File: src/rtl/msi_snooping_cache_controller_top_macros.svh
// ============================================================================
// MSI snooping cache controller assertion macros
// Shared assertion wrappers that can be compiled out with NO_ASSERTIONS.
// ============================================================================
`ifndef MSI_SNOOPING_CACHE_CONTROLLER_TOP_MACROS_SVH
`define MSI_SNOOPING_CACHE_CONTROLLER_TOP_MACROS_SVH

`ifndef NO_ASSERTIONS
`define MSC_ASSERT_SAME(label, ante, cons) \
  label: assert property (@(posedge clk_i) disable iff (!rst_ni) (ante) |-> (cons)) \
    else $error("msc assertion failed");
`define MSC_ASSERT_NEXT(label, ante, cons) \
  label: assert property (@(posedge clk_i) disable iff (!rst_ni) (ante) |=> (cons)) \
    else $error("msc assertion failed");
`else
`define MSC_ASSERT_SAME(label, ante, cons)
`define MSC_ASSERT_NEXT(label, ante, cons)
`endif

`endif

File: src/rtl/msc_pkg.sv
// ============================================================================
// MSI snooping cache controller package
// Codes, default sizes and shared types of the cache controller.
// ============================================================================
package msc_pkg;

  localparam int unsigned NumSlotsDef  = 2;
  localparam int unsigned AddrWidthDef = 32;
  localparam int unsigned DataWidthDef = 32;
  localparam int unsigned KindW        = 3;
  localparam int unsigned ActionW      = 4;
  localparam int unsigned DigitW       = 4;

  typedef enum logic [1:0] {
    ST_MOD   = 2'd0,
    ST_SHR   = 2'd1,
    ST_INV   = 2'd2,
    ST_EMPTY = 2'd3
  } slot_state_e;

  typedef enum logic [KindW-1:0] {
    KIND_CPU_RD      = 3'd0,
    KIND_CPU_WR      = 3'd1,
    KIND_FILL_SHR    = 3'd2,
    KIND_FILL_MOD    = 3'd3,
    KIND_BUS_INVAL   = 3'd4,
    KIND_BUS_DOWNGRD = 3'd5
  } kind_e;

  typedef enum logic [ActionW-1:0] {
    ACT_RDMISS      = 4'd0,
    ACT_WRMISS      = 4'd1,
    ACT_INVREQ      = 4'd2,
    ACT_WB          = 4'd3,
    ACT_WRHIT       = 4'd4,
    ACT_RDHIT       = 4'd5,
    ACT_UPDATED     = 4'd6,
    ACT_CREATED     = 4'd7,
    ACT_INVALIDATED = 4'd8,
    ACT_SHARED      = 4'd9,
    ACT_ERROR       = 4'd10
  } action_e;

  typedef struct packed {
    logic rd_en;
    logic wr_en;
  } mem_ctrl_t;

endpackage

File: src/rtl/msc_if.sv
// ============================================================================
// MSI snooping cache controller channels
// Valid/ready channels for request items and result items.
// ============================================================================
interface msc_in_if import msc_pkg::*; #(
  parameter int unsigned ADDR_WIDTH = AddrWidthDef,
  parameter int unsigned DATA_WIDTH = DataWidthDef
);
  logic                  valid;
  logic                  ready;
  logic [KindW-1:0]      kind;
  logic [ADDR_WIDTH-1:0] address;
  logic [DATA_WIDTH-1:0] data;

  modport source (output valid, output kind, output address, output data, input ready);
  modport sink   (input valid, input kind, input address, input data, output ready);
endinterface

interface msc_out_if import msc_pkg::*; #(
  parameter int unsigned ADDR_WIDTH = AddrWidthDef,
  parameter int unsigned DATA_WIDTH = DataWidthDef
);
  logic                  valid;
  logic                  ready;
  logic [ActionW-1:0]    action;
  logic [ADDR_WIDTH-1:0] out_address;
  logic [DATA_WIDTH-1:0] out_data;

  modport source (output valid, output action, output out_address, output out_data,
                  input ready);
  modport sink   (input valid, input action, input out_address, input out_data,
                  output ready);
endinterface

File: src/rtl/msc_residue.sv
// ============================================================================
// MSI snooping cache controller slot index unit
// Reduces a block address modulo the slot count from per-digit residues.
// ============================================================================
module msc_residue import msc_pkg::*; #(
  parameter int unsigned NUM_SLOTS  = NumSlotsDef,
  parameter int unsigned ADDR_WIDTH = AddrWidthDef,
  parameter int unsigned IDX_W      = (NUM_SLOTS > 1) ? $clog2(NUM_SLOTS) : 1
) (
  input  logic                  clk_i,
  input  logic                  rst_ni,
  input  logic                  start_i,
  input  logic [ADDR_WIDTH-1:0] addr_i,
  output logic                  done_o,
  output logic [IDX_W-1:0]      idx_o
);

  localparam int unsigned NumDig  = (ADDR_WIDTH + DigitW - 1) / DigitW;
  localparam int unsigned AddrPad = NumDig * DigitW;
  localparam int unsigned DigVals = 2 ** DigitW;
  localparam int unsigned MaxSum  = NumDig * (NUM_SLOTS - 1);
  localparam int unsigned SumW    = $clog2(MaxSum + 1) + 1;

  logic [AddrPad-1:0] addr_pad;
  logic [IDX_W-1:0]   part_d [NumDig];
  logic [IDX_W-1:0]   part_q [NumDig];
  logic [SumW-1:0]    sum;
  logic [IDX_W-1:0]   rem;
  logic [IDX_W-1:0]   idx_q;
  logic               run_q;
  logic               done_q;

  // Weight of hex digit pos, that is 16 to the power pos, modulo the slot count.
  function automatic int unsigned digit_weight(int unsigned pos);
    int unsigned w;
    w = 1 % NUM_SLOTS;
    for (int unsigned k = 0; k < pos; k++) begin
      w = (w * DigVals) % NUM_SLOTS;
    end
    return w;
  endfunction

  assign addr_pad = AddrPad'(addr_i);

  // Each digit selects its residue from a small constant table.
  always_comb begin
    for (int unsigned i = 0; i < NumDig; i++) begin
      part_d[i] = '0;
      for (int unsigned d = 0; d < DigVals; d++) begin
        if (addr_pad[i*DigitW +: DigitW] == DigitW'(d)) begin
          part_d[i] = IDX_W'((d * digit_weight(i)) % NUM_SLOTS);
        end
      end
    end
  end

  // The residues are summed and the small sum is folded by a constant table.
  always_comb begin
    sum = '0;
    for (int unsigned i = 0; i < NumDig; i++) begin
      sum = sum + SumW'(part_q[i]);
    end
    rem = '0;
    for (int unsigned v = 0; v <= MaxSum; v++) begin
      if (sum == SumW'(v)) begin
        rem = IDX_W'(v % NUM_SLOTS);
      end
    end
  end

  always_ff @(posedge clk_i or negedge rst_ni) begin
    if (!rst_ni) begin
      part_q <= '{default: '0};
      idx_q  <= '0;
      run_q  <= 1'b0;
      done_q <= 1'b0;
    end else if (start_i) begin
      part_q <= part_d;
      run_q  <= 1'b1;
      done_q <= 1'b0;
    end else if (run_q) begin
      idx_q  <= rem;
      run_q  <= 1'b0;
      done_q <= 1'b1;
    end
  end

  assign done_o = done_q;
  assign idx_o  = idx_q;

endmodule

File: src/rtl/msc_store.sv
// ============================================================================
// MSI snooping cache controller slot store
// Synchronous slot memory holding state, address and data of each slot.
// ============================================================================
module msc_store import msc_pkg::*; #(
  parameter int unsigned NUM_SLOTS  = NumSlotsDef,
  parameter int unsigned ADDR_WIDTH = AddrWidthDef,
  parameter int unsigned DATA_WIDTH = DataWidthDef,
  parameter int unsigned IDX_W      = (NUM_SLOTS > 1) ? $clog2(NUM_SLOTS) : 1
) (
  input  logic                  clk_i,
  input  logic                  rst_ni,
  input  mem_ctrl_t             ctrl_i,
  input  logic [IDX_W-1:0]      idx_i,
  input  slot_state_e           wr_state_i,
  input  logic [ADDR_WIDTH-1:0] wr_addr_i,
  input  logic [DATA_WIDTH-1:0] wr_data_i,
  output slot_state_e           rd_state_o,
  output logic [ADDR_WIDTH-1:0] rd_addr_o,
  output logic [DATA_WIDTH-1:0] rd_data_o
);

  localparam int unsigned EntryW = 2 + ADDR_WIDTH + DATA_WIDTH;

  logic [EntryW-1:0]    mem_q [NUM_SLOTS];
  logic [EntryW-1:0]    rd_q;
  logic [NUM_SLOTS-1:0] vld_q;
  logic                 rd_vld_q;

  always_ff @(posedge clk_i) begin
    if (ctrl_i.wr_en) begin
      mem_q[idx_i] <= {wr_state_i, wr_addr_i, wr_data_i};
    end
    if (ctrl_i.rd_en) begin
      rd_q <= mem_q[idx_i];
    end
  end

  // A slot never written since reset reads as empty with zero address and data.
  always_ff @(posedge clk_i or negedge rst_ni) begin
    if (!rst_ni) begin
      vld_q    <= '0;
      rd_vld_q <= 1'b0;
    end else begin
      if (ctrl_i.wr_en) begin
        vld_q[idx_i] <= 1'b1;
      end
      if (ctrl_i.rd_en) begin
        rd_vld_q <= vld_q[idx_i];
      end
    end
  end

  assign rd_state_o = rd_vld_q ? slot_state_e'(rd_q[EntryW-1 -: 2]) : ST_EMPTY;
  assign rd_addr_o  = rd_vld_q ? rd_q[DATA_WIDTH +: ADDR_WIDTH] : '0;
  assign rd_data_o  = rd_vld_q ? rd_q[DATA_WIDTH-1:0] : '0;

endmodule

File: src/rtl/msc_seq.sv
// ============================================================================
// MSI snooping cache controller sequencer
// Steps one item through slot reads, coherence decisions and write-back.
// ============================================================================
module msc_seq import msc_pkg::*; #(
  parameter int unsigned NUM_SLOTS  = NumSlotsDef,
  parameter int unsigned ADDR_WIDTH = AddrWidthDef,
  parameter int unsigned DATA_WIDTH = DataWidthDef,
  parameter int unsigned IDX_W      = (NUM_SLOTS > 1) ? $clog2(NUM_SLOTS) : 1
) (
  input  logic                  clk_i,
  input  logic                  rst_ni,
  msc_in_if.sink                in_i,
  msc_out_if.source             out_o,
  output logic                  res_start_o,
  output logic [ADDR_WIDTH-1:0] res_addr_o,
  input  logic                  res_done_i,
  input  logic [IDX_W-1:0]      res_idx_i,
  output mem_ctrl_t             mem_ctrl_o,
  output logic [IDX_W-1:0]      mem_idx_o,
  output slot_state_e           mem_wr_state_o,
  output logic [ADDR_WIDTH-1:0] mem_wr_addr_o,
  output logic [DATA_WIDTH-1:0] mem_wr_data_o,
  input  slot_state_e           mem_rd_state_i,
  input  logic [ADDR_WIDTH-1:0] mem_rd_addr_i,
  input  logic [DATA_WIDTH-1:0] mem_rd_data_i
);

  typedef enum logic [2:0] {
    S_IDLE,
    S_RES,
    S_SCAN_RD,
    S_SCAN_CHK,
    S_MAP_RD,
    S_MAP_CHK,
    S_EMIT
  } seq_state_e;

  localparam logic [IDX_W-1:0] LastIdx = IDX_W'(NUM_SLOTS - 1);

  seq_state_e            st_q;
  kind_e                 kind_q;
  logic [ADDR_WIDTH-1:0] addr_q;
  logic [DATA_WIDTH-1:0] data_q;
  logic [IDX_W-1:0]      idx_q;
  action_e               pact_q;
  logic [ADDR_WIDTH-1:0] paddr_q;
  logic [DATA_WIDTH-1:0] pdata_q;
  logic                  ov_q;
  action_e               act_q;
  logic [ADDR_WIDTH-1:0] oaddr_q;
  logic [DATA_WIDTH-1:0] odata_q;
  logic                  hit;
  logic                  is_wr;
  action_e               miss_act;
  logic                  emit_go;

  assign hit      = (mem_rd_state_i != ST_EMPTY) && (mem_rd_addr_i == addr_q);
  assign is_wr    = (kind_q == KIND_CPU_WR);
  assign miss_act = is_wr ? ACT_WRMISS : ACT_RDMISS;
  assign emit_go  = (st_q == S_EMIT) && (!ov_q || out_o.ready);

  assign in_i.ready  = (st_q == S_IDLE);
  assign res_start_o = in_i.valid && (st_q == S_IDLE);
  assign res_addr_o  = in_i.address;

  always_comb begin
    mem_ctrl_o.rd_en = (st_q == S_SCAN_RD) || (st_q == S_MAP_RD);
    mem_ctrl_o.wr_en = 1'b0;
    mem_idx_o        = ((st_q == S_SCAN_RD) || (st_q == S_SCAN_CHK)) ? idx_q : res_idx_i;
    mem_wr_state_o   = mem_rd_state_i;
    mem_wr_addr_o    = mem_rd_addr_i;
    mem_wr_data_o    = mem_rd_data_i;
    if (st_q == S_SCAN_CHK) begin
      mem_ctrl_o.wr_en = hit && (mem_rd_state_i == ST_MOD) && is_wr;
      mem_wr_data_o    = data_q;
    end else if (st_q == S_MAP_CHK) begin
      unique case (kind_q)
        KIND_FILL_SHR, KIND_FILL_MOD: begin
          mem_ctrl_o.wr_en = 1'b1;
          mem_wr_state_o   = (kind_q == KIND_FILL_SHR) ? ST_SHR : ST_MOD;
          mem_wr_addr_o    = addr_q;
          mem_wr_data_o    = data_q;
        end
        KIND_BUS_INVAL: begin
          mem_ctrl_o.wr_en = 1'b1;
          mem_wr_state_o   = ST_INV;
        end
        KIND_BUS_DOWNGRD: begin
          mem_ctrl_o.wr_en = 1'b1;
          mem_wr_state_o   = ST_SHR;
        end
        default: begin
          mem_ctrl_o.wr_en = 1'b0;
        end
      endcase
    end
  end

  always_ff @(posedge clk_i or negedge rst_ni) begin
    if (!rst_ni) begin
      st_q    <= S_IDLE;
      kind_q  <= KIND_CPU_RD;
      addr_q  <= '0;
      data_q  <= '0;
      idx_q   <= '0;
      pact_q  <= ACT_ERROR;
      paddr_q <= '0;
      pdata_q <= '0;
      ov_q    <= 1'b0;
      act_q   <= ACT_ERROR;
      oaddr_q <= '0;
      odata_q <= '0;
    end else begin
      if (emit_go) begin
        ov_q <= 1'b1;
      end else if (out_o.ready) begin
        ov_q <= 1'b0;
      end
      unique case (st_q)
        S_IDLE: begin
          if (in_i.valid) begin
            kind_q <= kind_e'(in_i.kind);
            addr_q <= in_i.address;
            data_q <= in_i.data;
            st_q   <= S_RES;
          end
        end
        S_RES: begin
          if (res_done_i) begin
            unique case (kind_q)
              KIND_CPU_RD, KIND_CPU_WR: begin
                idx_q <= '0;
                st_q  <= S_SCAN_RD;
              end
              KIND_FILL_SHR, KIND_FILL_MOD, KIND_BUS_INVAL, KIND_BUS_DOWNGRD: begin
                st_q <= S_MAP_RD;
              end
              default: begin
                pact_q  <= ACT_ERROR;
                paddr_q <= addr_q;
                pdata_q <= '0;
                st_q    <= S_EMIT;
              end
            endcase
          end
        end
        S_SCAN_RD: begin
          st_q <= S_SCAN_CHK;
        end
        S_SCAN_CHK: begin
          if (hit) begin
            paddr_q <= addr_q;
            st_q    <= S_EMIT;
            unique case (mem_rd_state_i)
              ST_MOD: begin
                pact_q  <= is_wr ? ACT_WRHIT : ACT_RDHIT;
                pdata_q <= is_wr ? data_q : mem_rd_data_i;
              end
              ST_SHR: begin
                pact_q  <= is_wr ? ACT_INVREQ : ACT_RDHIT;
                pdata_q <= is_wr ? '0 : mem_rd_data_i;
              end
              default: begin
                pact_q  <= miss_act;
                pdata_q <= '0;
              end
            endcase
          end else if (idx_q == LastIdx) begin
            st_q <= S_MAP_RD;
          end else begin
            idx_q <= idx_q + IDX_W'(1);
            st_q  <= S_SCAN_RD;
          end
        end
        S_MAP_RD: begin
          st_q <= S_MAP_CHK;
        end
        S_MAP_CHK: begin
          st_q <= S_EMIT;
          unique case (kind_q)
            KIND_FILL_SHR, KIND_FILL_MOD: begin
              pact_q  <= (mem_rd_addr_i == addr_q) ? ACT_UPDATED : ACT_CREATED;
              paddr_q <= addr_q;
              pdata_q <= data_q;
            end
            KIND_BUS_INVAL: begin
              pact_q  <= ACT_INVALIDATED;
              paddr_q <= mem_rd_addr_i;
              pdata_q <= mem_rd_data_i;
            end
            KIND_BUS_DOWNGRD: begin
              pact_q  <= ACT_SHARED;
              paddr_q <= mem_rd_addr_i;
              pdata_q <= mem_rd_data_i;
            end
            default: begin
              if (mem_rd_state_i == ST_MOD) begin
                pact_q  <= ACT_WB;
                paddr_q <= mem_rd_addr_i;
                pdata_q <= mem_rd_data_i;
              end else begin
                pact_q  <= miss_act;
                paddr_q <= addr_q;
                pdata_q <= '0;
              end
            end
          endcase
        end
        S_EMIT: begin
          if (emit_go) begin
            act_q   <= pact_q;
            oaddr_q <= paddr_q;
            odata_q <= pdata_q;
            st_q    <= S_IDLE;
          end
        end
        default: begin
          st_q <= S_IDLE;
        end
      endcase
    end
  end

  assign out_o.valid       = ov_q;
  assign out_o.action      = act_q;
  assign out_o.out_address = oaddr_q;
  assign out_o.out_data    = odata_q;

endmodule

File: src/rtl/msi_snooping_cache_controller_top.sv
// ============================================================================
// MSI snooping cache controller
// Small coherent L1 cache that answers processor accesses and bus messages.
// ============================================================================
// The controller takes one item at a time and returns exactly one result for it
// through an output register, so a new item can be taken while the previous
// result still waits. The slots live in one synchronous memory with a single
// port; every slot access goes through a read state and a check state, and the
// mapped slot index is built from constant residues of the address digits.
// The input is ready again in the cycle after the result is registered; a result
// that is not taken holds the next item in its last cycle.
module msi_snooping_cache_controller_top import msc_pkg::*; #(
  parameter int unsigned NUM_SLOTS  = NumSlotsDef,
  parameter int unsigned ADDR_WIDTH = AddrWidthDef,
  parameter int unsigned DATA_WIDTH = DataWidthDef
) (
  input  logic      clk_i,
  input  logic      rst_ni,
  msc_in_if.sink    in_i,
  msc_out_if.source out_o
);

  `include "msi_snooping_cache_controller_top_macros.svh"

  localparam int unsigned IdxW = (NUM_SLOTS > 1) ? $clog2(NUM_SLOTS) : 1;

  logic                  res_start;
  logic [ADDR_WIDTH-1:0] res_addr;
  logic                  res_done;
  logic [IdxW-1:0]       res_idx;
  mem_ctrl_t             mem_ctrl;
  logic [IdxW-1:0]       mem_idx;
  slot_state_e           mem_wr_state;
  logic [ADDR_WIDTH-1:0] mem_wr_addr;
  logic [DATA_WIDTH-1:0] mem_wr_data;
  slot_state_e           mem_rd_state;
  logic [ADDR_WIDTH-1:0] mem_rd_addr;
  logic [DATA_WIDTH-1:0] mem_rd_data;

  msc_residue #(
    .NUM_SLOTS (NUM_SLOTS),
    .ADDR_WIDTH(ADDR_WIDTH),
    .IDX_W     (IdxW)
  ) u_residue (
    .clk_i  (clk_i),
    .rst_ni (rst_ni),
    .start_i(res_start),
    .addr_i (res_addr),
    .done_o (res_done),
    .idx_o  (res_idx)
  );

  msc_store #(
    .NUM_SLOTS (NUM_SLOTS),
    .ADDR_WIDTH(ADDR_WIDTH),
    .DATA_WIDTH(DATA_WIDTH),
    .IDX_W     (IdxW)
  ) u_store (
    .clk_i     (clk_i),
    .rst_ni    (rst_ni),
    .ctrl_i    (mem_ctrl),
    .idx_i     (mem_idx),
    .wr_state_i(mem_wr_state),
    .wr_addr_i (mem_wr_addr),
    .wr_data_i (mem_wr_data),
    .rd_state_o(mem_rd_state),
    .rd_addr_o (mem_rd_addr),
    .rd_data_o (mem_rd_data)
  );

  msc_seq #(
    .NUM_SLOTS (NUM_SLOTS),
    .ADDR_WIDTH(ADDR_WIDTH),
    .DATA_WIDTH(DATA_WIDTH),
    .IDX_W     (IdxW)
  ) u_seq (
    .clk_i         (clk_i),
    .rst_ni        (rst_ni),
    .in_i          (in_i),
    .out_o         (out_o),
    .res_start_o   (res_start),
    .res_addr_o    (res_addr),
    .res_done_i    (res_done),
    .res_idx_i     (res_idx),
    .mem_ctrl_o    (mem_ctrl),
    .mem_idx_o     (mem_idx),
    .mem_wr_state_o(mem_wr_state),
    .mem_wr_addr_o (mem_wr_addr),
    .mem_wr_data_o (mem_wr_data),
    .mem_rd_state_i(mem_rd_state),
    .mem_rd_addr_i (mem_rd_addr),
    .mem_rd_data_i (mem_rd_data)
  );

  `MSC_ASSERT_NEXT(a_busy_after_transfer, in_i.valid && in_i.ready, !in_i.ready)
  `MSC_ASSERT_SAME(a_no_rd_wr_overlap, mem_ctrl.wr_en, !mem_ctrl.rd_en)
  `MSC_ASSERT_SAME(a_write_only_in_work, mem_ctrl.wr_en, !in_i.ready)
  `MSC_ASSERT_SAME(a_index_in_range, res_done, res_idx <= IdxW'(NUM_SLOTS - 1))

endmodule

File: src/flat_wrapper.sv
// flat-port wrapper written by rule: the top's interface ports become plain ports
module msi_snooping_cache_controller_top_flat import msc_pkg::*;
#(
  parameter int unsigned NUM_SLOTS  = NumSlotsDef,
  parameter int unsigned ADDR_WIDTH = AddrWidthDef,
  parameter int unsigned DATA_WIDTH = DataWidthDef
)
  (clk_i, rst_ni, in_i_valid, in_i_kind, in_i_address, in_i_data, in_i_ready, out_o_valid, out_o_action, out_o_out_address, out_o_out_data, out_o_ready);
  msc_in_if #(.ADDR_WIDTH(ADDR_WIDTH), .DATA_WIDTH(DATA_WIDTH)) in_i_i ();
  msc_out_if #(.ADDR_WIDTH(ADDR_WIDTH), .DATA_WIDTH(DATA_WIDTH)) out_o_i ();
  input  logic clk_i;
  input  logic rst_ni;
  input wire logic [$bits(in_i_i.valid)-1:0] in_i_valid;
  input wire logic [$bits(in_i_i.kind)-1:0] in_i_kind;
  input wire logic [$bits(in_i_i.address)-1:0] in_i_address;
  input wire logic [$bits(in_i_i.data)-1:0] in_i_data;
  output wire logic [$bits(in_i_i.ready)-1:0] in_i_ready;
  output wire logic [$bits(out_o_i.valid)-1:0] out_o_valid;
  output wire logic [$bits(out_o_i.action)-1:0] out_o_action;
  output wire logic [$bits(out_o_i.out_address)-1:0] out_o_out_address;
  output wire logic [$bits(out_o_i.out_data)-1:0] out_o_out_data;
  input wire logic [$bits(out_o_i.ready)-1:0] out_o_ready;
  assign in_i_i.valid = in_i_valid;
  assign in_i_i.kind = in_i_kind;
  assign in_i_i.address = in_i_address;
  assign in_i_i.data = in_i_data;
  assign in_i_ready = in_i_i.ready;
  assign out_o_valid = out_o_i.valid;
  assign out_o_action = out_o_i.action;
  assign out_o_out_address = out_o_i.out_address;
  assign out_o_out_data = out_o_i.out_data;
  assign out_o_i.ready = out_o_ready;
  msi_snooping_cache_controller_top #(.NUM_SLOTS(NUM_SLOTS), .ADDR_WIDTH(ADDR_WIDTH), .DATA_WIDTH(DATA_WIDTH)) u_core (.clk_i(clk_i), .rst_ni(rst_ni), .in_i(in_i_i), .out_o(out_o_i));
endmodule
File: config.mk
export PLATFORM = sky130hd
export DESIGN_NAME = msi_snooping_cache_controller_top_flat
export DESIGN_NICKNAME = d
export VERILOG_FILES = /design/src/rtl/msc_pkg.sv /design/src/rtl/msc_if.sv /design/src/rtl/msc_residue.sv /design/src/rtl/msc_store.sv /design/src/rtl/msc_seq.sv /design/src/rtl/msi_snooping_cache_controller_top.sv /design/src/flat_wrapper.sv
export VERILOG_INCLUDE_DIRS = /design/src /design/src/rtl
export SDC_FILE = /design/constraint.sdc
export NUM_CORES = 1
export LEC_CHECK = 0
export BUFFER_PORTS_ARGS = -buffer_cell sky130_fd_sc_hd__buf_2
export CAP_MARGIN = 20
export CORE_ASPECT_RATIO = 1.4
export CORE_MARGIN = 2
export CORE_UTILIZATION = 50
export CTS_CLUSTER_SIZE = 20
export DETAILED_ROUTE_END_ITERATION = 12
export PLACE_DENSITY = 0.68
export SLEW_MARGIN = 20
export SYNTH_ARGS = -nofsm -noshare
export SYNTH_HDL_FRONTEND = slang
export SYNTH_HIERARCHICAL = 1
export SYNTH_SLANG_ARGS = --single-unit
File: constraint.sdc
create_clock -name clk_i -period 7.23 [get_ports clk_i]
set_clock_uncertainty 0.2 [all_clocks]
set_input_delay 0.3615 -clock clk_i [delete_from_list [all_inputs] [get_ports clk_i]]
set_output_delay 0.3615 -clock clk_i [all_outputs]
set_load 0.05 [all_outputs]
==> results.cfg <==
[floorplan]
starting_density_pct = 50.9
die_area_um2 = 37100
placement_rows = 81
ioPinCount = 141
vertical_extent_of_the_die_um = 227
die_x_um = 163
core_area_um2 = 35000

[global_route]
via_count_of_the_first_global_routing_pass = 10876
largest_net_degree_at_the_start_of_global_routing = 102
grt_remaining_overflow = 0
grt_antenna_before_repair = 0
grt_first_pass_wirelength_um = 60500
grtUsageTotal_pct = 21.3

[yosys]
ys.warnings.count = 6
synth_area_um2 = 17800
synth_fp_nets = 1305
synthesis.area_per_instance_um2 = 14.5
post_synth_inst_count = 1228

[final_layout]
areaGrowthSynthToFinish_pct = 17.0
mostFrequentLayoutCell = sky130_fd_sc_hd__mux2_2
final_area_um2 = 20800
share_of_post_route_cells_with_drive_strength_above_1_pct = 36.0
final_core_util_pct = 59.5
finalNetCount = 1488
antennaDiodeCount = 0
final_cell_mix = 254 x sky130_fd_sc_hd__mux2_2, 210 x sky130_fd_sc_hd__dfrtp_1, 198 x sky130_fd_sc_hd__edfxtp_1
n_fill_cell = 2740

[status]
run_status = finished clean

[timing]
finalSetupViolCount = 0
relSlewSlack_pct = 28.0
max_freq_ghz = 0.228
maxSlewViolCount = 0
finalSetupTns_ns = 0
tightest_slew_ns = 1.08
final.min_clock_period_ns = 4.38
hold_violations = 0
setup_repair_after_global_routing_missed_its_margin = false
fin_crit_sh_pct = 60.6

[pwr]
static-leakage-power_nw = 8.51
sequentialPowerShare_pct = 42.3
share_of_total_power_in_combinational_logic_pct = 36.4
power.ir.vdd_worst_uv = 269
power-per-cell-area_nw_per_um2 = 455
power.net_switching_mw = 3.44
p_clk_share_pct = 21.4
cell_internal_pwr_mw = 6.03
power_switching_share_pct = 36.4

[setup_path]
critPathKind = flip-flop to flip-flop
critical_path.max_stage_delay_ns = 0.85
timing.critical_path.from_type = flip-flop
setup.worst_path.end = u_core/u_store/mem_q[1][28]
timing.critical_path.fanout_max = 67
worst-endpoint-required_ns = 7.18
worstSetupEndpointType = flip-flop
launch_point_of_the_critical_path = u_core/u_store/rd_vld_q
critical_path_top_delay_cell = sky130_fd_sc_hd__and2_4
reg2reg_from = u_core/u_store/rd_vld_q
worst_r2r_path_depth = 8
worstReg2RegEnd = u_core/u_store/mem_q[1][28]
crit_arrival_ns = 4.33
timing.critical_path.cells = buf_4 -> and2_1 -> xor2_1 -> nor4_1 -> nand4_1 -> nor3_1 -> a31o_2 -> and2_4
setup.reg_to_reg.worst_slack_ns = 2.85

[route]
detail_route.wirelength_um = 39400
drt-vias-per-instance = 5.58
drt_first_iter_violations = 787
wl_per_cell_um = 20.7
drtAntennaViolNets = 0
drt_pass1_iterations = 4
detailroute.via_count = 10587
post-route-drc-count = 0

[hold_path]
worst_hold_path_type = input pin to flip-flop

[placement]
finalWeightedCongestion = 0.833
placement.cell_area_um2 = 18800
hpwl_um = 24200
number_of_port_buffers = 140

[clock_network]
cts_max_path_buffers = 3
clock_sinks = 413
insertion_delay_ns = 0.53
h-tree-depth = 2
cts_setup_buffers = 0
cts.clk_slew.worst_paths_ns = 0.06
resize_count_post_cts = 0
cts_made_buffers = 40
ctsHoldBuffers = 69
tritoncts = yes
cts-root-buf = sky130_fd_sc_hd__clkbuf_16

[run]
cap_violations = 0
## power by group through the flow
stage	sequential (mW)	clock [mW]	combinational, mW
2_1_floorplan	4.31	0	2.22
3_3_place_gp	4.03	0	3.33
5_1_grt	4.09	2.17	3.72
4_1_cts	4.01	2.07	3.46
6_report	4.00	2.02	3.45
3_5_place_dp	4.05	0	3.41
## stage by stage
step	instances	power [mW]	setup slack [ns]	hold slack, ns
final	1897	9.47	2.85	0.0288
after global routing	1897	9.97	2.71	0.0363
after CTS	1896	9.54	2.90	0.0353
after detailed placement	1755	7.46	2.91	0.246
after global placement	1755	7.36	2.95	0.247
after floorplan	1228	6.53	1.59	-0.134
## worst max-delay path, delay by kind of cell (launching register included)
kind                      cells  cell delay [ns]
and+or+nand+nor               5             2.27
DFF                           1             0.66
buffers and inverters         1             0.46
AOI/OAI and AO/OA             1             0.24
xor gates and xnor gates      1             0.08
## flip-flops by register name, summed over array words and instances (netlist names)
| register | cells |
|---|---|
| u_core/u_seq/out_o.out_address | 32 |
| u_core/u_seq/idx_q | 1 |
| u_core/u_seq/out_o.valid | 1 |
| u_core/u_seq/kind_q | 3 |
| u_core/u_seq/data_q | 32 |
| u_core/u_seq/pdata_q | 32 |
| u_core/u_residue/idx_o | 1 |
| u_core/u_residue/run_q | 1 |
| u_core/u_seq/st_q | 3 |
| u_core/u_residue/done_o | 1 |
| u_core/u_store/rd_vld_q | 1 |
| u_core/u_store/rd_q | 66 |
| u_core/u_residue/part_q | 1 |
| u_core/u_store/mem_q | 132 |
| u_core/u_seq/paddr_q | 32 |
| u_core/u_store/vld_q | 2 |
| u_core/u_seq/out_o.out_data | 32 |
| u_core/u_seq/out_o.action | 4 |
| u_core/u_seq/addr_q | 32 |
| u_core/u_seq/pact_q | 4 |
## how the worst min path moves through the flow
stage                           start                              to  slack, ns  cells past startpoint
after CTS                 out_o_ready        u_core/u_seq/out_o.valid       0.04                      3
after floorplan                rst_ni         u_core/u_residue/done_o      -0.13                      0
after detailed placement       rst_ni  u_core/u_seq/out_o.out_data[9]       0.25                      1
final                     out_o_ready        u_core/u_seq/out_o.valid       0.03                      3
after global placement         rst_ni  u_core/u_seq/out_o.out_data[9]       0.25                      1
after global routing      out_o_ready        u_core/u_seq/out_o.valid       0.04                      3
## per-layer routing
metal / global-route usage (%) / share of wire (%) / wire length (um)
met2: 37.9 / 53 / 20700
met5: 0 / 0 / 0
met1: 25.8 / 40 / 15600
met3: 3.12 / 3.9 / 1520
met4: 9.31 / 3.8 / 1490
## area by class of cell
cell class | count | area, um^2 | area share, %
Multi-Input combinational cell | 729 | 6080 | 29.2
Clock inverter | 8 | 47.5 | 0.229
Clock buffer | 64 | 1230 | 5.94
Timing Repair Buffer | 221 | 1520 | 7.28
Sequential cell | 413 | 11300 | 54.5
Tap cell | 456 | 571 | 2.74
Inverter | 6 | 22.5 | 0.108
Power figures use the tool's default switching activity.
